[src/wbos_pkg.sv]
`timescale 1ns / 1ps
// Shared types, sizes and codes for the WSOLA best-start search block.
// Depends on nothing; every other file of the block refers to it by scoped names.
package wbos_pkg;

    // Block sizes.
    localparam int MEM_DEPTH     = 65536;
    localparam int CORR_LEN      = 256;
    localparam int SEARCH_RADIUS = 128;
    localparam int SAMPLE_BITS   = 16;

    // Derived widths.
    localparam int ADDR_W  = $clog2(MEM_DEPTH);
    localparam int CNT_W   = 17;
    localparam int POS_W   = ((ADDR_W > 17) ? ADDR_W : 17) + 2;
    localparam int IDX_W   = $clog2(CORR_LEN);
    localparam int PROD_W  = 2 * SAMPLE_BITS - 1;
    localparam int ENG_W   = PROD_W + IDX_W;
    localparam int DOT_W   = ENG_W + 1;
    localparam int MAG_W   = ENG_W;
    localparam int CMP_W   = 2 * MAG_W + ENG_W;
    localparam int STEP_W  = $clog2(MAG_W + 1);

    // Item kinds and result codes.
    localparam logic KIND_LOAD   = 1'b0;
    localparam logic KIND_SEARCH = 1'b1;

    localparam logic [1:0] ST_SEARCHED  = 2'd0;
    localparam logic [1:0] ST_TOO_SHORT = 2'd1;
    localparam logic [1:0] ST_TMPL_OOR  = 2'd2;

    // Input and result beats.
    typedef struct packed {
        logic               kind;
        logic [15:0]        sample_address;
        logic signed [15:0] sample_value;
        logic [16:0]        ideal_start;
        logic [16:0]        template_start;
    } t_in_beat;

    typedef struct packed {
        logic [15:0] best_start;
        logic [1:0]  search_status;
    } t_out_beat;

    // Sequencer states.
    typedef enum logic [2:0] {
        S_IDLE,
        S_ISSUE,
        S_DRAIN,
        S_EVAL,
        S_CMP,
        S_DONE
    } t_state;

    // Score comparator states.
    typedef enum logic [1:0] {
        C_IDLE,
        C_SQ,
        C_PR,
        C_DONE
    } t_cmp_state;

    // Request and response of the score comparator.
    typedef struct packed {
        logic                    start;
        logic signed [DOT_W-1:0] dc;
        logic [ENG_W-1:0]        ec;
        logic signed [DOT_W-1:0] db;
        logic [ENG_W-1:0]        eb;
    } t_cmp_req;

    typedef struct packed {
        logic done;
        logic better;
    } t_cmp_rsp;

endpackage

[src/wbos_cmp.sv]
`timescale 1ns / 1ps
// Exact score comparator: decides whether dc/sqrt(ec) beats db/sqrt(eb).
// Uses serial shift-add multipliers; depends on wbos_pkg.
module wbos_cmp (
    input  logic                i_clk,
    input  logic                i_rst_n,
    input  wbos_pkg::t_cmp_req  i_req,
    output wbos_pkg::t_cmp_rsp  o_rsp
);

    wbos_pkg::t_cmp_state r_state, n_state;
    logic [wbos_pkg::STEP_W-1:0] r_step;
    logic                        r_fast;
    logic                        r_fast_val;
    logic                        r_pos;
    logic [wbos_pkg::MAG_W-1:0]  r_ml_l, r_ml_r;
    logic [wbos_pkg::CMP_W-1:0]  r_md_l, r_md_r;
    logic [wbos_pkg::CMP_W-1:0]  r_acc_l, r_acc_r;
    logic [wbos_pkg::ENG_W-1:0]  r_ec, r_eb;

    logic signed [1:0]           w_sc, w_sb;
    logic                        w_zc, w_zb;
    logic                        w_fast;
    logic [wbos_pkg::DOT_W-1:0]  w_negc, w_negb;
    logic [wbos_pkg::MAG_W-1:0]  w_mc, w_mb;
    logic                        w_last_step;

    // Sign of each score; a zero energy or zero dot product scores zero.
    always_comb begin
        w_zc   = (i_req.ec == '0) || (i_req.dc == '0);
        w_zb   = (i_req.eb == '0) || (i_req.db == '0);
        w_sc   = w_zc ? 2'sd0 : (i_req.dc[wbos_pkg::DOT_W-1] ? -2'sd1 : 2'sd1);
        w_sb   = w_zb ? 2'sd0 : (i_req.db[wbos_pkg::DOT_W-1] ? -2'sd1 : 2'sd1);
        w_fast = (w_sc != w_sb) || (w_sc == 2'sd0);
        w_negc = -i_req.dc;
        w_negb = -i_req.db;
        w_mc   = i_req.dc[wbos_pkg::DOT_W-1] ? w_negc[wbos_pkg::MAG_W-1:0]
                                             : i_req.dc[wbos_pkg::MAG_W-1:0];
        w_mb   = i_req.db[wbos_pkg::DOT_W-1] ? w_negb[wbos_pkg::MAG_W-1:0]
                                             : i_req.db[wbos_pkg::MAG_W-1:0];
        w_last_step = (r_step == wbos_pkg::STEP_W'(wbos_pkg::MAG_W - 1));
    end

    // Next state.
    always_comb begin
        n_state = r_state;
        unique case (r_state)
            wbos_pkg::C_IDLE: begin
                if (i_req.start) begin
                    n_state = w_fast ? wbos_pkg::C_DONE : wbos_pkg::C_SQ;
                end
            end
            wbos_pkg::C_SQ: begin
                if (w_last_step) begin
                    n_state = wbos_pkg::C_PR;
                end
            end
            wbos_pkg::C_PR: begin
                if (w_last_step) begin
                    n_state = wbos_pkg::C_DONE;
                end
            end
            wbos_pkg::C_DONE: n_state = wbos_pkg::C_IDLE;
            default: n_state = wbos_pkg::C_IDLE;
        endcase
    end

    // Response: a sign difference or two zero scores decide at once, else the cross products do.
    always_comb begin
        o_rsp.done   = (r_state == wbos_pkg::C_DONE);
        o_rsp.better = r_fast ? r_fast_val
                              : (r_pos ? (r_acc_l > r_acc_r) : (r_acc_l < r_acc_r));
    end

    // Control registers.
    always_ff @(posedge i_clk) begin
        if (!i_rst_n) begin
            r_state <= wbos_pkg::C_IDLE;
            r_step  <= '0;
        end else begin
            r_state <= n_state;
            if (r_state == wbos_pkg::C_SQ || r_state == wbos_pkg::C_PR) begin
                r_step <= w_last_step ? '0 : r_step + 1'b1;
            end else begin
                r_step <= '0;
            end
        end
    end

    // Shift-add datapath: first the squared magnitudes, then times the other energy.
    always_ff @(posedge i_clk) begin
        unique case (r_state)
            wbos_pkg::C_IDLE: begin
                if (i_req.start) begin
                    r_fast     <= w_fast;
                    r_fast_val <= (w_sc > w_sb);
                    r_pos      <= (w_sc > 2'sd0);
                    r_ml_l     <= w_mc;
                    r_md_l     <= wbos_pkg::CMP_W'(w_mc);
                    r_ml_r     <= w_mb;
                    r_md_r     <= wbos_pkg::CMP_W'(w_mb);
                    r_ec       <= i_req.ec;
                    r_eb       <= i_req.eb;
                    r_acc_l    <= '0;
                    r_acc_r    <= '0;
                end
            end
            wbos_pkg::C_SQ: begin
                if (w_last_step) begin
                    r_md_l  <= r_ml_l[0] ? r_acc_l + r_md_l : r_acc_l;
                    r_md_r  <= r_ml_r[0] ? r_acc_r + r_md_r : r_acc_r;
                    r_ml_l  <= wbos_pkg::MAG_W'(r_eb);
                    r_ml_r  <= wbos_pkg::MAG_W'(r_ec);
                    r_acc_l <= '0;
                    r_acc_r <= '0;
                end else begin
                    if (r_ml_l[0]) r_acc_l <= r_acc_l + r_md_l;
                    if (r_ml_r[0]) r_acc_r <= r_acc_r + r_md_r;
                    r_md_l <= r_md_l << 1;
                    r_md_r <= r_md_r << 1;
                    r_ml_l <= r_ml_l >> 1;
                    r_ml_r <= r_ml_r >> 1;
                end
            end
            wbos_pkg::C_PR: begin
                if (r_ml_l[0]) r_acc_l <= r_acc_l + r_md_l;
                if (r_ml_r[0]) r_acc_r <= r_acc_r + r_md_r;
                r_md_l <= r_md_l << 1;
                r_md_r <= r_md_r << 1;
                r_ml_l <= r_ml_l >> 1;
                r_ml_r <= r_ml_r >> 1;
            end
            wbos_pkg::C_DONE: begin
            end
            default: begin
            end
        endcase
    end

endmodule

[config.mk]
export PLATFORM = sky130hd
export DESIGN_NAME = wbos_cmp
export DESIGN_NICKNAME = d
export VERILOG_FILES = /design/src/wbos_pkg.sv /design/src/wbos_cmp.sv
export SDC_FILE = /design/constraint.sdc
export NUM_CORES = 2
export LEC_CHECK = 0
export ABC_AREA = 1
export BUFFER_PORTS_ARGS = -buffer_cell sky130_fd_sc_hd__buf_4
export CAP_MARGIN = 25
export CELL_PAD_IN_SITES_DETAIL_PLACEMENT = 1
export CELL_PAD_IN_SITES_GLOBAL_PLACEMENT = 1
export CORE_MARGIN = 2
export CORE_UTILIZATION = 50
export CTS_CLUSTER_DIAMETER = 150
export DETAILED_ROUTE_END_ITERATION = 12
export MAX_ROUTING_LAYER = met4
export PLACE_DENSITY_LB_ADDON = 0.1
export SYNTH_ARGS = -nofsm -noshare
export SYNTH_HDL_FRONTEND = slang
export SYNTH_SLANG_ARGS = --single-unit
[constraint.sdc]
create_clock -name i_clk -period 124.9 [get_ports i_clk]
set_clock_uncertainty 0.1 [all_clocks]
set_input_delay 24.98 -clock i_clk [delete_from_list [all_inputs] [get_ports i_clk]]
set_output_delay 24.98 -clock i_clk [all_outputs]
set_load 0.1 [all_outputs]
### After elaboration in Yosys (flattened, before gate mapping)

Index checks and enable logic that the tools add are counted.

* register bits after elaboration: 635
* input bits: 161
* output and inout bits: 2
* logic and storage cells: 79

* add/sub/neg operators: 5
* order comparisons: 4
* eq/ne operators: 8
* muxes and demuxes: 32
* bitwise logic cells: 2
* reduce and logical (&&, ||, !) cells: 15

Operator list (count)
* one-hot mux 117 bit (3 select lines): 4
* two-way mux 117 bit: 9
* adder 117 bit: 2
* two-way mux 39 bit: 6
* one-hot mux 39 bit (3 select lines): 2
* > comparator 117 bit: 1
* less-than comparator 117 bit: 1
* zero test 40 bit: 2
* zero test 39 bit: 2
* negation 39 bit: 2
* two-way mux 2 bit: 8
* one-hot mux 2 bit (4 select lines): 1
* adder 6 x 1 -> 6 bit, second input constant: 1
* == test 6 bit, second input constant: 1
* inequality test 2 bit, second input constant: 3
* == test 2 bit, second input constant: 2
* zero test 2 bit: 2
* logical OR 1 bit: 4
* AND reduction 2 bit: 2
* AND reduction 3 bit: 1
* nonzero test 3 bit: 1
* OR reduction 3 bit: 1
* == test 2 x 1 -> 1 bit, second input constant: 1
* > comparator 2 x 1 -> 1 bit, second input constant: 1
* 4 further kinds: 6

### Longest topological paths before layout

* word-level depth: 8
* depth in mapped cells: 19
* mapped depth without buffers: 19

### Worst setup path after synthesis

Ideal clock, no wire load.

* kind: input-to-reg
* start point: input i_req[158] (netlist bit)
* end point: register r_acc_l[0] (netlist bit) (enable)
* setup time: 6873 ps
* arrival: 41037 ps
* required time: 117927 ps
* slack: 76890 ps
* stages on the path: 2
* buffers on the path: 0
* path through: nand2_1 o21ai_0

* cells in the longest elaborated chain, start to end: 2

RTL lines
* start, declared: RTL line wbos_cmp.sv:7 `input wbos_pkg::t_cmp_req i_req,`
* inequality test 2 bit (no line)
* AND reduction 2 bit (no line)
* end signal, assigned: RTL line wbos_cmp.sv:117 `if (r_ml_l[0]) r_acc_l <= r_acc_l + r_md_l;`
* end signal, assigned: RTL line wbos_cmp.sv:126 `if (r_ml_l[0]) r_acc_l <= r_acc_l + r_md_l;`
* end, declared: RTL line wbos_cmp.sv:18 `logic [wbos_pkg::CMP_W-1:0] r_acc_l, r_acc_r;`

Every way passes these cells.
A chain may end at the register's enable or synchronous reset.

==> flow_summary_export.csv <==
group,metric,value,unit
synth,synth_seq_area_share,33.27,%
synth,syn-num-nets,9442,
place,dp.final_hpwl,205600,um
min_path,holdCritPathClass,"reg2reg",
global_route,grt_use_met1,52.06,%
sta,clock.fmax,34.72,MHz
cts,clk_path_buf_depth,3,
synth,yosys_warnings,0,
cts,cts_tree,"built",
synth,dominantRegCellSynth,"sky130_fd_sc_hd__edfxtp_1",
synth,flip_flop_and_latch_count_after_synthesis,635,
place,port_buffer_cells,162,
floorplanning,fp.coreArea,0.1128,mm^2
floorplanning,floorplan.die.width,341.8,um
floorplanning,die-height,341.8,um
critical_path,timing_worst_setup_path_type,"reg2out",
floorplanning,num_ports,163,
critical_path,startpoint_type,"register",
sta,finalCriticalPeriod,28.80,ns
synth,netlist_instances,8919,
finish,layout_common_cells,"sky130_fd_sc_hd__nand2_1 (3356), sky130_fd_sc_hd__inv_1 (1648), sky130_fd_sc_hd__nor2_1 (923), sky130_fd_sc_hd__edfxtp_1 (627), sky130_fd_sc_hd__nand3_1 (507)",
sta,timing_worst_slew_pin_value,1.173,ns
global_route,grt_busiest_layer,"met2",
finish,most_frequent_standard_cell_in_the_layout_excluding_fill_and_tap_cells,"sky130_fd_sc_hd__nand2_1",
global_route,first_pass_grt_wire_length,394900,um
detailed_routing,drt_iter0_drc,6758,
detailed_routing,wl_per_instance,25.52,um
detailed_routing,route.final.wire_length,269700,um
detailed_routing,route.antenna.remaining_nets,0,
detailed_routing,detail_route.vias_per_cell,5.961,
global_route,number_of_antenna_violations_at_the_first_check_in_global_routing,1,
synth,synth_enable_flop_cells,627,
detailed_routing,number_of_search_and_repair_iterations_in_the_first_detailed_routing_pass,6,
critical_path,required,99.82,ns
floorplanning,initial_utilization,50.59,%
critical_path,reg2reg_slack,119.20,ns
synth,syn_area,0.05706,mm^2
synth,postSynthAreaPerCell,6.398,um^2
critical_path,worstPathArrival,3.72,ns
cts,inserted_clock_buffers,74,
finish,post_route_cells_drive_above_1_share,4.345,%
cts,cts_root_buffer,"sky130_fd_sc_hd__clkbuf_16",
critical_path,path_max_fanout,3,
cts,cts_max_level,3,
sta,hold_viol_final,0,
sta,setup_tns,0,ns
sta,final_min_period_over_clock_period,23.06,%
job,max-cap-violations,0,
global_route,grt.met3_usage,9.228,%
detailed_routing,remaining_drc_errors,0,
sta,max_slew_margin,21.77,%
cts,post_cts.repair.setup_buffers,0,
run_status,run_status,"finished, final reports clean",
critical_path,worst_setup_path_end_kind,"primary output",
sta,setup_repair_after_global_routing_missed_its_margin,"false",
synth,asyncSetResetFlopFracSynth,0,%
global_route,gr-usage-all-layers,46.42,%
sta,report.final.setup_viol,0,
finish,areaGrowthSynthToFinish,8.849,%
cts,cts_hold_buf,0,
sta,slew_viol_final,0,
cts,clock_sink_count,635,
place,place.gp.congestion,1.106,
global_route,grt_overflow_total,0,
detailed_routing,dr_total_vias,63000,
finish,nets,9538,
floorplanning,rows,123,
global_route,grt_pass1_vias,64269,
cts,postCtsResizedCells,0,
cts,clkSlewWorstSetupHoldPaths,0.07,ns
cts,worstSkewPairLatency,0.70,ns
global_route,grt_start_max_net_pins,170,
global_route,grt_util_met2,71.44,%
floorplanning,design.die.area,0.1168,mm^2
synth,post_synth_num_cell_types,53,
logic make-up after synthesis:
kind of cell / Yosys count / share of synthesized area, %
AO/OA/AOI/OAI: 873 / 8.602
XOR/XNOR: 113 / 1.734
adder cells (fa/ha/maj): 362 / 7.977
buffers and inverters: 1821 / 12.08
flip-flops: 635 / 33.27
multiplexers: 2 / 0.03508
AND/OR/NAND/NOR: 5113 / 36.30
final cells by class:
cell class	count	area [um^2]
inverters	1654	6217
multi-input cells	6463	31210
fillers	15493	50690
flip-flops and latches	635	18990
well taps	1500	1877
diodes	1	2.502
clock buffers	101	1963
repair buffers	187	1494
clock inverters	27	365.4
synthesized netlist by cell type (4+ instances only):
cell type / count / area share, %
sky130_fd_sc_hd__nor3_1: 71 / 0.62
sky130_fd_sc_hd__nor2_2: 9 / 0.099
sky130_fd_sc_hd__or2_2: 55 / 0.60
sky130_fd_sc_hd__ha_1: 359 / 7.9
sky130_fd_sc_hd__nand3b_1: 6 / 0.079
sky130_fd_sc_hd__a21oi_1: 323 / 2.8
sky130_fd_sc_hd__o21a_1: 7 / 0.092
sky130_fd_sc_hd__o211ai_1: 69 / 0.91
sky130_fd_sc_hd__a221o_1: 7 / 0.12
sky130_fd_sc_hd__inv_2: 4 / 0.026
sky130_fd_sc_hd__a21o_1: 5 / 0.066
sky130_fd_sc_hd__nand2_1: 3356 / 22
sky130_fd_sc_hd__nor4_1: 36 / 0.39
sky130_fd_sc_hd__nand3_1: 507 / 4.4
sky130_fd_sc_hd__nor2_4: 4 / 0.079
sky130_fd_sc_hd__xor2_1: 25 / 0.38
sky130_fd_sc_hd__nand4_1: 82 / 0.90
sky130_fd_sc_hd__xnor2_1: 88 / 1.4
sky130_fd_sc_hd__nand2_2: 4 / 0.044
sky130_fd_sc_hd__nor3_2: 12 / 0.21
sky130_fd_sc_hd__inv_1: 1649 / 11
sky130_fd_sc_hd__o21ai_1: 24 / 0.21
sky130_fd_sc_hd__dfxtp_1: 8 / 0.28
sky130_fd_sc_hd__buf_2: 43 / 0.38
sky130_fd_sc_hd__and2_1: 19 / 0.21
sky130_fd_sc_hd__clkbuf_1: 106 / 0.70
sky130_fd_sc_hd__nand3_2: 16 / 0.28
sky130_fd_sc_hd__nor2_1: 924 / 6.1
sky130_fd_sc_hd__a22oi_1: 48 / 0.63
sky130_fd_sc_hd__o21bai_1: 50 / 0.66
sky130_fd_sc_hd__edfxtp_1: 627 / 33
sky130_fd_sc_hd__a21boi_0: 9 / 0.12
sky130_fd_sc_hd__buf_1: 17 / 0.11
sky130_fd_sc_hd__o21ai_0: 320 / 2.8
path summary, 6_finish.rpt:
check                               end  cells after the start               startpoint
setup reg to reg  r_md_r[114]$_DFFE_PP_                      9  r_state[1]$_SDFFE_PN0P_
hold reg to reg    r_step[0]$_SDFF_PP0_                      1     r_step[0]$_SDFF_PP0_
hold / removal     r_step[0]$_SDFF_PP0_                      1     r_step[0]$_SDFF_PP0_
setup / recovery               o_rsp[0]                     13   r_acc_l[111]$_DFFE_PP_
metrics by stage:
step | worst slack [ns] | instance area (um^2) | util (%) | instances | hold slack, ns
floorplan | 76.89 | 57060 | - | 8919 | 0.3415
global placement | 96.51 | 59730 | 52.95 | 10437 | 0.3590
detailed placement | 96.37 | 59760 | 52.97 | 10438 | 0.3827
CTS | 96.10 | 62080 | 55.04 | 10566 | 0.4007
global route | 95.91 | 62110 | 55.06 | 10568 | 0.4209
finish | 96.10 | 62110 | 55.06 | 10568 | 0.4116
worst max-delay path, cell delays in order, from the launching register on:
cell,delay [ns]
sky130_fd_sc_hd__edfxtp_1,0.48
sky130_fd_sc_hd__ha_1,0.33
sky130_fd_sc_hd__nand2_1,0.06
sky130_fd_sc_hd__nor2_1,0.10
sky130_fd_sc_hd__nand3_1,0.13
sky130_fd_sc_hd__nor2_1,0.26
sky130_fd_sc_hd__nor3b_1,0.33
sky130_fd_sc_hd__nand2_1,0.29
sky130_fd_sc_hd__nor3_1,0.28
sky130_fd_sc_hd__nand2_1,0.12
sky130_fd_sc_hd__nand3_1,0.10
sky130_fd_sc_hd__nand3_1,0.13
sky130_fd_sc_hd__nand2_1,0.11
sky130_fd_sc_hd__buf_4,0.31
sequential cells by signal, indices dropped and copies added (netlist names), 6 cells and up:
signal,count
r_acc_l,117
r_acc_r,117
r_md_l,117
r_md_r,117
r_eb,39
r_ec,39
r_ml_l,39
r_ml_r,39
r_step,6
layer usage:
layer / vias up / wire, um / part of all wire, %
met5: - / 0 / 0
met4: 0 / 28310 / 10
met1: 29688 / 97500 / 36
met2: 3789 / 118800 / 44
li1: 28220 / - / -
met3: 1303 / 25120 / 9.3
Power is not shown: default switching activity piles up to over one toggle a cycle in this logic, so the estimate is an artifact.
